**src/sv/rif_pkg.sv**
```systemverilog
// Package for the recent-ID set: payload structs, cell control struct and codes.
// No dependencies; every module of the block imports it.

package rif_pkg;

    localparam int unsigned ID_W   = 32;
    localparam int unsigned HCNT_W = 5;
    localparam int unsigned CAP_W  = 5;

    // Item function codes
    localparam logic FUNC_MSG  = 1'b0;
    localparam logic FUNC_READ = 1'b1;

    // Capacity after reset
    localparam logic [CAP_W-1:0] CAP_RESET = 5'd16;

    typedef struct packed {
        logic            func;
        logic [ID_W-1:0] ident;
    } in_item_t;

    typedef struct packed {
        logic              hit;
        logic              evicted_valid;
        logic [ID_W-1:0]   evicted_ident;
        logic [HCNT_W-1:0] held_count;
        logic [ID_W-1:0]   list_ident;
        logic              is_empty;
        logic              last;
    } out_item_t;

    // Control broadcast to every cell of the chain
    typedef struct packed {
        logic shift;   // take the left neighbour's ID (insert at the front)
        logic rotate;  // take the right neighbour's ID, tail takes the head
    } cell_ctrl_t;

endpackage

```
**src/sv/recent_id_fifo_set_top.sv**
```systemverilog
// Top level of the recent-ID set: chain of rif_cell, count, read-out sequencer.
// Depends on rif_pkg and rif_cell.
//
// Usage:
//   s_valid/s_ready/s_data take one item per transfer. func = FUNC_MSG checks
//   ident against the held IDs; on a miss it enters at the front and the
//   oldest drops off once capacity is reached. func = FUNC_READ lists the held
//   IDs front first, one result per ID, last set on the final one; an empty
//   set gives one result with is_empty set.
//   m_valid/m_ready/m_data carry results through a single output register.
//   cfg_we/cfg_wdata write the capacity (0 acts as 1, above DEPTH as DEPTH);
//   write it only while the block is idle.
// Timing:
//   A message's result is valid the cycle after the transfer, and a new
//   message can be taken every cycle while the receiver keeps up. A read-out
//   of n IDs rotates the chain one step per result, and no item is taken
//   until the last result has been loaded.
//   The per-cell compare and one-step shift set the message rate.
// Reset:
//   Clears the count, capacity returns to 16; no clearing pass is needed.
//   A stalled receiver holds the output register and stops all progress.

module recent_id_fifo_set_top
    import rif_pkg::*;
#(
    parameter int unsigned DEPTH = 16
) (
    input  logic             aclk,
    input  logic             aresetn,
    input  logic             s_valid,
    output logic             s_ready,
    input  in_item_t         s_data,
    output logic             m_valid,
    input  logic             m_ready,
    output out_item_t        m_data,
    input  logic             cfg_we,
    input  logic [CAP_W-1:0] cfg_wdata
);

    localparam int unsigned CNT_W = $clog2(DEPTH + 1);
    localparam int unsigned IDX_W = (DEPTH > 1) ? $clog2(DEPTH) : 1;
    localparam int unsigned CW    = (CNT_W > CAP_W) ? CNT_W : CAP_W;

    typedef enum logic [1:0] {
        ST_IDLE = 2'b01,
        ST_READ = 2'b10
    } state_t;

    state_t           state_reg, state_next;
    logic [CNT_W-1:0] cnt_reg, cnt_next;
    logic [CNT_W-1:0] pos_reg, pos_next;
    logic [CAP_W-1:0] cap_reg;
    logic             m_valid_reg, m_valid_next;
    out_item_t        m_data_reg, m_data_next;

    logic             slot_free;
    logic             in_xfer;
    logic [CNT_W-1:0] eff_cap;
    logic [CW-1:0]    cap_wide;
    logic             any_hit;
    logic             full;
    logic [CNT_W-1:0] tail_pos;
    cell_ctrl_t       ctrl;

    logic [ID_W-1:0]  cell_ident [DEPTH];
    logic [DEPTH-1:0] cell_match;

    // Chain of cells
    for (genvar i = 0; i < DEPTH; i++) begin : g_cell
        logic [ID_W-1:0] left_w;
        logic [ID_W-1:0] right_w;
        if (i == 0) begin : g_head
            assign left_w = s_data.ident;
        end else begin : g_body
            assign left_w = cell_ident[i-1];
        end
        if (i == DEPTH - 1) begin : g_end
            assign right_w = cell_ident[0];
        end else begin : g_mid
            assign right_w = cell_ident[i+1];
        end
        rif_cell u_cell (
            .aclk        (aclk),
            .ctrl        (ctrl),
            .in_use      (CNT_W'(i) < cnt_reg),
            .at_tail     (CNT_W'(i) == tail_pos),
            .probe_ident (s_data.ident),
            .left_ident  (left_w),
            .right_ident (right_w),
            .head_ident  (cell_ident[0]),
            .ident       (cell_ident[i]),
            .match       (cell_match[i])
        );
    end

    // Clamp the capacity register to 1..DEPTH
    assign cap_wide = CW'(cap_reg);
    always_comb begin
        if (cap_reg == '0) begin
            eff_cap = CNT_W'(1);
        end else if (cap_wide > CW'(DEPTH)) begin
            eff_cap = CNT_W'(DEPTH);
        end else begin
            eff_cap = CNT_W'(cap_reg);
        end
    end

    assign tail_pos  = cnt_reg - CNT_W'(1);
    assign any_hit   = |cell_match;
    assign full      = cnt_reg >= eff_cap;
    assign slot_free = !m_valid_reg || m_ready;
    assign s_ready   = (state_reg == ST_IDLE) && slot_free;
    assign in_xfer   = s_valid && s_ready;

    // Sequence messages and read-out
    always_comb begin
        state_next   = state_reg;
        cnt_next     = cnt_reg;
        pos_next     = pos_reg;
        m_valid_next = m_valid_reg;
        m_data_next  = m_data_reg;
        ctrl         = '0;

        if (m_ready) begin
            m_valid_next = 1'b0;
        end

        case (state_reg)
            ST_IDLE: begin
                if (in_xfer) begin
                    m_valid_next = 1'b1;
                    m_data_next  = '0;
                    m_data_next.last = 1'b1;
                    if (s_data.func == FUNC_MSG) begin
                        m_data_next.hit = any_hit;
                        if (!any_hit) begin
                            ctrl.shift = 1'b1;
                            if (full) begin
                                m_data_next.evicted_valid = 1'b1;
                                m_data_next.evicted_ident = cell_ident[tail_pos[IDX_W-1:0]];
                            end else begin
                                cnt_next = cnt_reg + CNT_W'(1);
                            end
                        end
                        m_data_next.held_count = HCNT_W'(any_hit || full ? cnt_reg
                                                          : cnt_reg + CNT_W'(1));
                    end else if (cnt_reg == '0) begin
                        m_data_next.is_empty = 1'b1;
                    end else begin
                        // first result is loaded by the read-out state
                        m_valid_next = m_valid_reg && !m_ready;
                        m_data_next  = m_data_reg;
                        pos_next     = '0;
                        state_next   = ST_READ;
                    end
                end
            end
            ST_READ: begin
                // Emit the head and rotate the chain by one place
                if (slot_free) begin
                    ctrl.rotate            = 1'b1;
                    m_valid_next           = 1'b1;
                    m_data_next            = '0;
                    m_data_next.list_ident = cell_ident[0];
                    m_data_next.held_count = HCNT_W'(cnt_reg);
                    m_data_next.last       = (pos_reg == tail_pos);
                    pos_next               = pos_reg + CNT_W'(1);
                    if (pos_reg == tail_pos) begin
                        state_next = ST_IDLE;
                    end
                end
            end
            default: begin
                state_next = ST_IDLE;
            end
        endcase
    end

    // Control registers
    always_ff @(posedge aclk) begin
        if (!aresetn) begin
            state_reg   <= ST_IDLE;
            cnt_reg     <= '0;
            pos_reg     <= '0;
            cap_reg     <= CAP_RESET;
            m_valid_reg <= 1'b0;
        end else begin
            state_reg   <= state_next;
            cnt_reg     <= cnt_next;
            pos_reg     <= pos_next;
            m_valid_reg <= m_valid_next;
            if (cfg_we) begin
                cap_reg <= cfg_wdata;
            end
        end
    end

    // Hold the result payload
    always_ff @(posedge aclk) begin
        m_data_reg <= m_data_next;
    end

    assign m_valid = m_valid_reg;
    assign m_data  = m_data_reg;

    // Read-out only runs over a non-empty set, within the held entries
    a_read_nonempty: assert property (@(posedge aclk) disable iff (!aresetn)
        (state_reg == ST_READ) |-> (cnt_reg != '0) && (pos_reg < cnt_reg))
        else $error("read-out over an empty or overrun set");

    // The count never exceeds the chain length
    a_cnt_bound: assert property (@(posedge aclk) disable iff (!aresetn)
        cnt_reg <= CNT_W'(DEPTH))
        else $error("held count beyond chain length");

    // The count only ever grows by one
    a_cnt_step: assert property (@(posedge aclk) disable iff (!aresetn)
        ($past(aresetn) && (cnt_reg != $past(cnt_reg)))
        |-> (cnt_reg == $past(cnt_reg) + CNT_W'(1)))
        else $error("held count changed by more than one");

    // A message transfer yields a result in the next cycle
    a_msg_result: assert property (@(posedge aclk) disable iff (!aresetn)
        (in_xfer && (s_data.func == FUNC_MSG)) |=> (m_valid_reg && m_data_reg.last))
        else $error("message gave no result");

endmodule

```
**src/sv/rif_cell.sv**
```systemverilog
// One cell of the ID chain: holds a single ID and compares it with the probe.
// Depends on rif_pkg.

module rif_cell
    import rif_pkg::*;
(
    input  logic            aclk,
    input  cell_ctrl_t      ctrl,
    input  logic            in_use,
    input  logic            at_tail,
    input  logic [ID_W-1:0] probe_ident,
    input  logic [ID_W-1:0] left_ident,
    input  logic [ID_W-1:0] right_ident,
    input  logic [ID_W-1:0] head_ident,
    output logic [ID_W-1:0] ident,
    output logic            match
);

    logic [ID_W-1:0] ident_reg;
    logic [ID_W-1:0] ident_next;

    // Select the next held ID: shift down on insert, rotate up on read-out
    always_comb begin
        ident_next = ident_reg;
        if (ctrl.shift) begin
            ident_next = left_ident;
        end else if (ctrl.rotate) begin
            ident_next = at_tail ? head_ident : right_ident;
        end
    end

    always_ff @(posedge aclk) begin
        ident_reg <= ident_next;
    end

    // Compare only while this place holds a live entry
    assign match = in_use && (ident_reg == probe_ident);
    assign ident = ident_reg;

endmodule
```
**config.mk**
```make
export PLATFORM = sky130hd
export DESIGN_NAME = recent_id_fifo_set_top
export DESIGN_NICKNAME = d
export VERILOG_FILES = /design/src/sv/rif_pkg.sv /design/src/sv/recent_id_fifo_set_top.sv /design/src/sv/rif_cell.sv
export SDC_FILE = /design/constraint.sdc
export NUM_CORES = 2
export LEC_CHECK = 0
export BUFFER_PORTS_ARGS = -buffer_cell sky130_fd_sc_hd__buf_2
export CAP_MARGIN = 0
export CORE_MARGIN = 4
export CORE_UTILIZATION = 50
export CTS_CLUSTER_SIZE = 25
export DETAILED_ROUTE_END_ITERATION = 6
export PLACE_DENSITY = 0.66
export SETUP_SLACK_MARGIN = 0.02
export SLEW_MARGIN = 0
export SYNTH_ARGS = -nofsm -noshare
export SYNTH_HDL_FRONTEND = slang
export SYNTH_SLANG_ARGS = --single-unit
```
**constraint.sdc**
```tcl
create_clock -name aclk -period 15.1 [get_ports aclk]
set_input_delay 0.755 -clock aclk [delete_from_list [all_inputs] [get_ports aclk]]
set_output_delay 0.755 -clock aclk [all_outputs]
set_load 0.02 [all_outputs]
```
Yosys cells after proc, flatten, opt, wreduce, memory -nomap -nowiden
Cells that the tools add are included.
{"block": "totals", "register_bits": 603, "inputBits": 43}
{"block": "classes", "add_sub_neg": 3, "magnitude_cmp": 19, "eq_ne": 40, "mux": 85, "n_bitwise": 4, "n_reduce_logical": 34}
{"op": "$mux 32", "count": 49}
{"op": "$eq 32x32->1", "count": 16}
{"op": "$mux 73", "count": 2}
{"op": "$pmux 73 s2", "count": 1}
{"op": "$bmux 32 s4", "count": 1}
{"op": "$mux 71", "count": 1}
{"op": "$mux 33", "count": 2}
{"op": "$lt 4x5->1 const A", "count": 8}
{"op": "$mux 39", "count": 1}
{"op": "$eq 4x5->1 const A", "count": 7}
{"op": "$mux 5", "count": 7}
{"op": "$mux 34", "count": 1}
{"op": "$eq 3x5->1 const A", "count": 4}
{"op": "$lt 3x5->1 const A", "count": 4}
{"op": "$logic_and 1x1->1", "count": 19}
{"op": "$reduce_or 16->1", "count": 1}
{"op": "$logic_not 5->1", "count": 3}
{"op": "$reduce_and 5->1", "count": 3}
{"op": "$mux 1", "count": 12}
{"op": "$ne 2x2->1 const B", "count": 6}
{"op": "$add 5x1->5 const B", "count": 2}
{"op": "$eq 2x5->1 const A", "count": 2}
{"op": "$lt 1x5->1 const A", "count": 2}
{"op": "$lt 2x5->1 const A", "count": 2}
{"op": "20 further kinds", "count": 29}

Logic depth before layout (Yosys ltp)
{"block": "logic_depth", "depth_word": 10, "mapped_depth": 12, "depth_no_buf": 12}

Hierarchy
From an unflattened synthesis, not the netlist that was laid out.
{"block": "hier_totals", "cells_unflattened": 3509, "hier_area_um2": 40242.3}
{"mod": "rif_cell", "n_inst": 16, "cells_per_inst": 184, "area_each_um2": 1978.1}
{"mod": "recent_id_fifo_set_top", "n_inst": 1, "cells_per_inst": 565, "area_each_um2": 8592.0}

Worst setup path before layout
OpenSTA, ideal clock, no wires.
{"block": "synth_path", "path_kind": "input -> register", "start": "input s_data[30] (netlist bit)", "end": "register g_cell[10].u_cell.ident_reg[0] (enable)", "setup_time_ns": 3.435, "arrival_time_ns": 10.354, "required_time_ns": 11.665, "setup_slack_ns": 1.311, "cell_stages": 11, "path_buffers": 3, "path_cell_list": "buf_6 -> xor2_1 -> nor4_2 -> nand3_1 -> or4_1 -> nand4_2 -> nor4_4 -> nand2_4 -> buf_12 -> buf_8 -> nand2_1"}
{"block": "synth_via", "elab_chain_cells": 8, "elab_cells_between_ends": 38}
{"item": "from (decl)", "line_no": "recent_id_fifo_set_top.sv:32", "text": "input in_item_t s_data,"}
{"item": "$eq 32x32->1", "line_no": "rif_cell.sv:37", "text": "assign match = in_use && (ident_reg == probe_ident);"}
{"item": "$logic_and 1x1->1", "line_no": "rif_cell.sv:37"}
{"item": "$reduce_or 16->1 *", "line_no": "recent_id_fifo_set_top.sv:109", "text": "assign any_hit = |cell_match;"}
{"item": "$mux 1 *", "line_no": "recent_id_fifo_set_top.sv:136", "text": "if (!any_hit) begin"}
{"item": "$mux 1 *", "line_no": "recent_id_fifo_set_top.sv:134", "text": "if (s_data.func == FUNC_MSG) begin"}
{"item": "$mux 1 *", "line_no": "recent_id_fifo_set_top.sv:130", "text": "if (in_xfer) begin"}
{"item": "$mux 1 *", "line_no": "recent_id_fifo_set_top.sv:128", "text": "case (state_reg)"}
{"item": "$reduce_bool 2->1 (no line) *"}
{"item": "to (signal assigned)", "line_no": "rif_cell.sv:33", "text": "ident_reg <= ident_next;"}
{"item": "to (decl)", "line_no": "rif_cell.sv:19", "text": "logic [ID_W-1:0] ident_reg;"}
Every way passes the cells marked *; elsewhere a longest branch is shown, timed or not.
A chain may end at the register's enable or synchronous reset.

Worst setup path after layout
{"block": "layout_path", "start": "register cnt_reg[2]", "end": "register g_cell[6].u_cell.ident_reg[9], data pin"}
{"block": "layout_via", "elab_chain_cells": 8, "elab_cells_between_ends": 42}
{"item": "from (decl)", "line_no": "recent_id_fifo_set_top.sv:50", "text": "logic [CNT_W-1:0] cnt_reg, cnt_next;"}
{"item": "from (signal assigned)", "line_no": "recent_id_fifo_set_top.sv:189", "text": "cnt_reg <= cnt_next;"}
{"item": "$lt 1x5->1 (tied with other cells)", "line_no": "recent_id_fifo_set_top.sv:85", "text": ".in_use (CNT_W'(i) < cnt_reg),"}
{"item": "$logic_and 1x1->1", "line_no": "rif_cell.sv:37"}
{"item": "$reduce_or 16->1", "line_no": "recent_id_fifo_set_top.sv:109"}
{"item": "$mux 1", "line_no": "recent_id_fifo_set_top.sv:136"}
{"item": "$mux 1", "line_no": "recent_id_fifo_set_top.sv:134"}
{"item": "$mux 1", "line_no": "recent_id_fifo_set_top.sv:130"}
{"item": "$mux 1", "line_no": "recent_id_fifo_set_top.sv:128"}
{"item": "$mux 32 *", "line_no": "rif_cell.sv:25", "text": "if (ctrl.shift) begin"}
{"item": "net g_cell[6].u_cell.ident_next[9]", "line_no": "rif_cell.sv:20", "text": "logic [ID_W-1:0] ident_next;"}
{"item": "to (signal assigned)", "line_no": "rif_cell.sv:33"}
{"item": "to (decl)", "line_no": "rif_cell.sv:19"}
Mark *: on every way through the listed nets, which the timed path passes. The rest lies on a longest branch. The select of a mux whose other input is x is not followed.

==> out/metrics.json <==
{
  "gp_congestion": 1.094,
  "insertion_delay_ps": 660,
  "critical_path_peak_fanout": 72,
  "num-nets-final": 3359,
  "synth_compound_area_frac": 0.009430,
  "synth.area.top_cells": "sky130_fd_sc_hd__edfxtp_1 38%, sky130_fd_sc_hd__mux2_4 16%, sky130_fd_sc_hd__mux2_2 11%",
  "crit_path_end_kind": "flop",
  "area_growth_pct": 3.911,
  "ys_types": 80,
  "setup.worst_path.start_class": "flop",
  "min_period_over_period": 0.5060,
  "layout_min_cycle_time_ps": 7641,
  "hold_violations": 0,
  "detailed_place_hpwl_um": 140300,
  "core_region_area_mm2": 0.09056,
  "max_clock_freq_mhz": 130.9,
  "reg2reg_setup_slack_ps": 7460,
  "cell_chain_of_the_critical_path": "buf_4 > a41oi_1 > nor4b_1 > nand3_1 > o2111ai_4 > nor4_4 > nand2_8 > buf_4 > buf_4 > buf_4 > buf_4 > mux2_4",
  "cts_tree": "yes",
  "final_design_area_no_fill_mm2": 0.04770,
  "cellLeakagePower_nw": 17.68,
  "ys_top_cells_by_count": "585 x sky130_fd_sc_hd__edfxtp_1, 495 x sky130_fd_sc_hd__mux2_4, 452 x sky130_fd_sc_hd__xnor2_1, 429 x sky130_fd_sc_hd__mux2_2, 207 x sky130_fd_sc_hd__nand2_1",
  "filler_cell_count": 7741,
  "num_vias": 30990,
  "synth-edff-count": 585,
  "yosys.area_share.adder": 0.004088,
  "die_area_mm2": 0.09673,
  "maxUsedRoutingLayer": "met5",
  "critPathArrivalTime_ps": 8020,
  "setup-tns-final_ps": 0,
  "cts-buffers-inserted": 75,
  "critical_path_required_ps": 15480,
  "synth_area_per_cell_um2": 13.70,
  "die_width_um": 311.0,
  "wl_met3_um": 17460,
  "postCtsResizedCells": 0,
  "p_per_area_mw_per_mm2": 183.7,
  "io_pins": 118,
  "grt_start_max_net_pins": 155,
  "worst_pin_slew_ps": 1280,
  "post_synth_instance_area_mm2": 0.04591,
  "number_of_buffers_on_the_longest_clock_path": 3,
  "largest_reg_flops": 512,
  "path_class": "flop to flop",
  "timing.hold.worst_path_depth": 3,
  "drt_first_pass_iters": 5,
  "r2r_end": "g_cell[6].u_cell.ident[9]$_DFFE_PP_",
  "portBuffers": 117,
  "postCtsSetupRepairBufs": 0,
  "synth-seq-cells": 603,
  "most_used_dff_post_synth": "sky130_fd_sc_hd__edfxtp_1",
  "die-height_um": 311.0,
  "antenna_found_initial": 5,
  "ff2ff_path_depth": 12,
  "timing.slew.headroom": 0.1404,
  "slowest_delay_ps": 950,
  "synth_top_area_share": 0.3827,
  "met1Wirelength_um": 79200,
  "syn_inst": 3350,
  "drt_drc_violations_left": 0,
  "vias_per_inst": 6.833,
  "cap_viol_max_count": 0,
  "start_util": 0.5069,
  "timing.final.setup_violations": 0,
  "syn-num-nets": 3408,
  "critical_path_cell_with_the_highest_stage_delay": "sky130_fd_sc_hd__buf_4",
  "post_route_cells_drive_above_1_share": 0.4069,
  "wire_length_of_the_first_global_routing_pass_um": 256400,
  "status": "complete, no violations",
  "synth.yosys.seq_area_share": 0.3905,
  "holdPathEnd": "cap_reg[4]$_SDFFE_PN1P_",
  "power_mw": 8.761,
  "dr_wl_met2_um": 83030,
  "detailed_router_s_first_iteration_violation_count": 4842,
  "maxSlewViolCount": 0,
  "htree_num_levels": 3,
  "postCtsHoldBufs": 0,
  "hp-class": "input port to flop",
  "clkTransAtPathRegs_ps": 60,
  "fin_skew_ps": 33.28,
  "rsz_0062_raised_after_global_routing": "false",
  "ant_nets": 0,
  "postLayoutCoreUtil": 0.5267,
  "synth_top_cell_by_area": "sky130_fd_sc_hd__edfxtp_1",
  "synth_top_family_by_area": "multiplexers",
  "synth.area.mux_share": 0.3326,
  "timing.hold.worst.start": "cfg_wdata[4]",
  "vdd_drop_max_uv": 216.8,
  "synth_xor_area_frac": 0.09863,
  "first_global_vias": 29030,
  "place_area_mm2": 0.04541,
  "timing.critical_path.mode_cell": "sky130_fd_sc_hd__buf_4",
  "cts_root_buf": "sky130_fd_sc_hd__clkbuf_16",
  "detail_route.wirelength_um": 189300,
  "postSynth.asyncResetShare": 0,
  "grt-ovfl-total": 0,
  "synth.most_common_cell": "sky130_fd_sc_hd__edfxtp_1",
  "cts_sinks": 603,
  "post_synth_and_or_nand_nor_area_fraction": 0.09525,
  "warning_count_from_the_yosys_run": 0,
  "rows": 110,
  "worstReg2RegStart": "cnt_reg[2]$_SDFFE_PN0P_",
  "routedWlPerCell_um": 41.74,
  "grt.total_usage": 0.3800
}
==> where the power goes <==
group / internal [mW] / total, mW / switching, mW
Combinational: 1.63 / 3.71 / 2.08
Sequential: 2.61 / 3.31 / 0.706
Clock: 1.00 / 1.74 / 0.741
Total: 5.24 / 8.76 / 3.52
==> worst max-delay path, delay by kind of cell (launching register included) <==
family                 cells  cell delay, ps
buffers and inverters      5            3590
multiplexers               1             350
AO/OA/AOI/OAI              2             520
AND/OR/NAND/NOR            4            1870
flip-flops                 1             820
==> routing by layer <==
metal  GRT usage  vias up
li1            -    12570
met1      0.5360    16290
met2      0.5672     1785
met3     0.08059      339
met4      0.1635        4
met5           0        -
==> cells in the final DEF, fill, tap and decap left out, drive strengths merged, types with 37 or more instances in the layout <==
cell type	n
buf	169
clkbuf	97
edfxtp	585
mux2	925
mux4	128
nand2	214
nand3	71
nand4	200
nor2	37
nor4	50
xnor2	452
xor2	65
==> through the flow <==
step                instances  hold WS, ps  setup slack (ps)
detailed placement       4400        456.8              7285
floorplan                3350        483.1              1311
global placement         4400        444.5              7267
finish                   4535        344.6              7459
global route             4531        349.4              7436
CTS                      4531        306.0              7659
==> worst max-delay path by stage <==
stage,startpoint,endpoint,slack (ps),cells past startpoint
2_1_floorplan,s_data[30],g_cell[10].u_cell.ident[0]$_DFFE_PP_,1310,11
3_3_place_gp,s_data[30],g_cell[6].u_cell.ident[7]$_DFFE_PP_,7270,13
3_5_place_dp,s_data[30],g_cell[13].u_cell.ident[9]$_DFFE_PP_,7280,13
4_1_cts,cnt_reg[2]$_SDFFE_PN0P_,g_cell[8].u_cell.ident[8]$_DFFE_PP_,7660,12
5_1_grt,cnt_reg[2]$_SDFFE_PN0P_,g_cell[8].u_cell.ident[8]$_DFFE_PP_,7440,12
6_report,cnt_reg[2]$_SDFFE_PN0P_,g_cell[6].u_cell.ident[9]$_DFFE_PP_,7460,12
==> layout make-up <==
class	count	area, um2	area share
Sequential cell	603	17930	0.3759
Clock buffer	97	2002	0.04197
Multi-Input combinational cell	2434	24940	0.5228
Timing Repair Buffer	169	1001	0.02098
Tap cell	1176	1471	0.03085
Inverter	18	67.56	0.001416
Clock inverter	34	279.0	0.005849
Antenna cell	4	10.01	0.0002098
==> cell families after synthesis <==
kind of cell    count (synthesis)
flops                         603
buf+inv                       313
fa+ha+maj                      15
compound gates                 57
mux                          1064
xor+xnor                      517
simple gates                  781
Note: power is estimated with default switching activity, not from simulation.
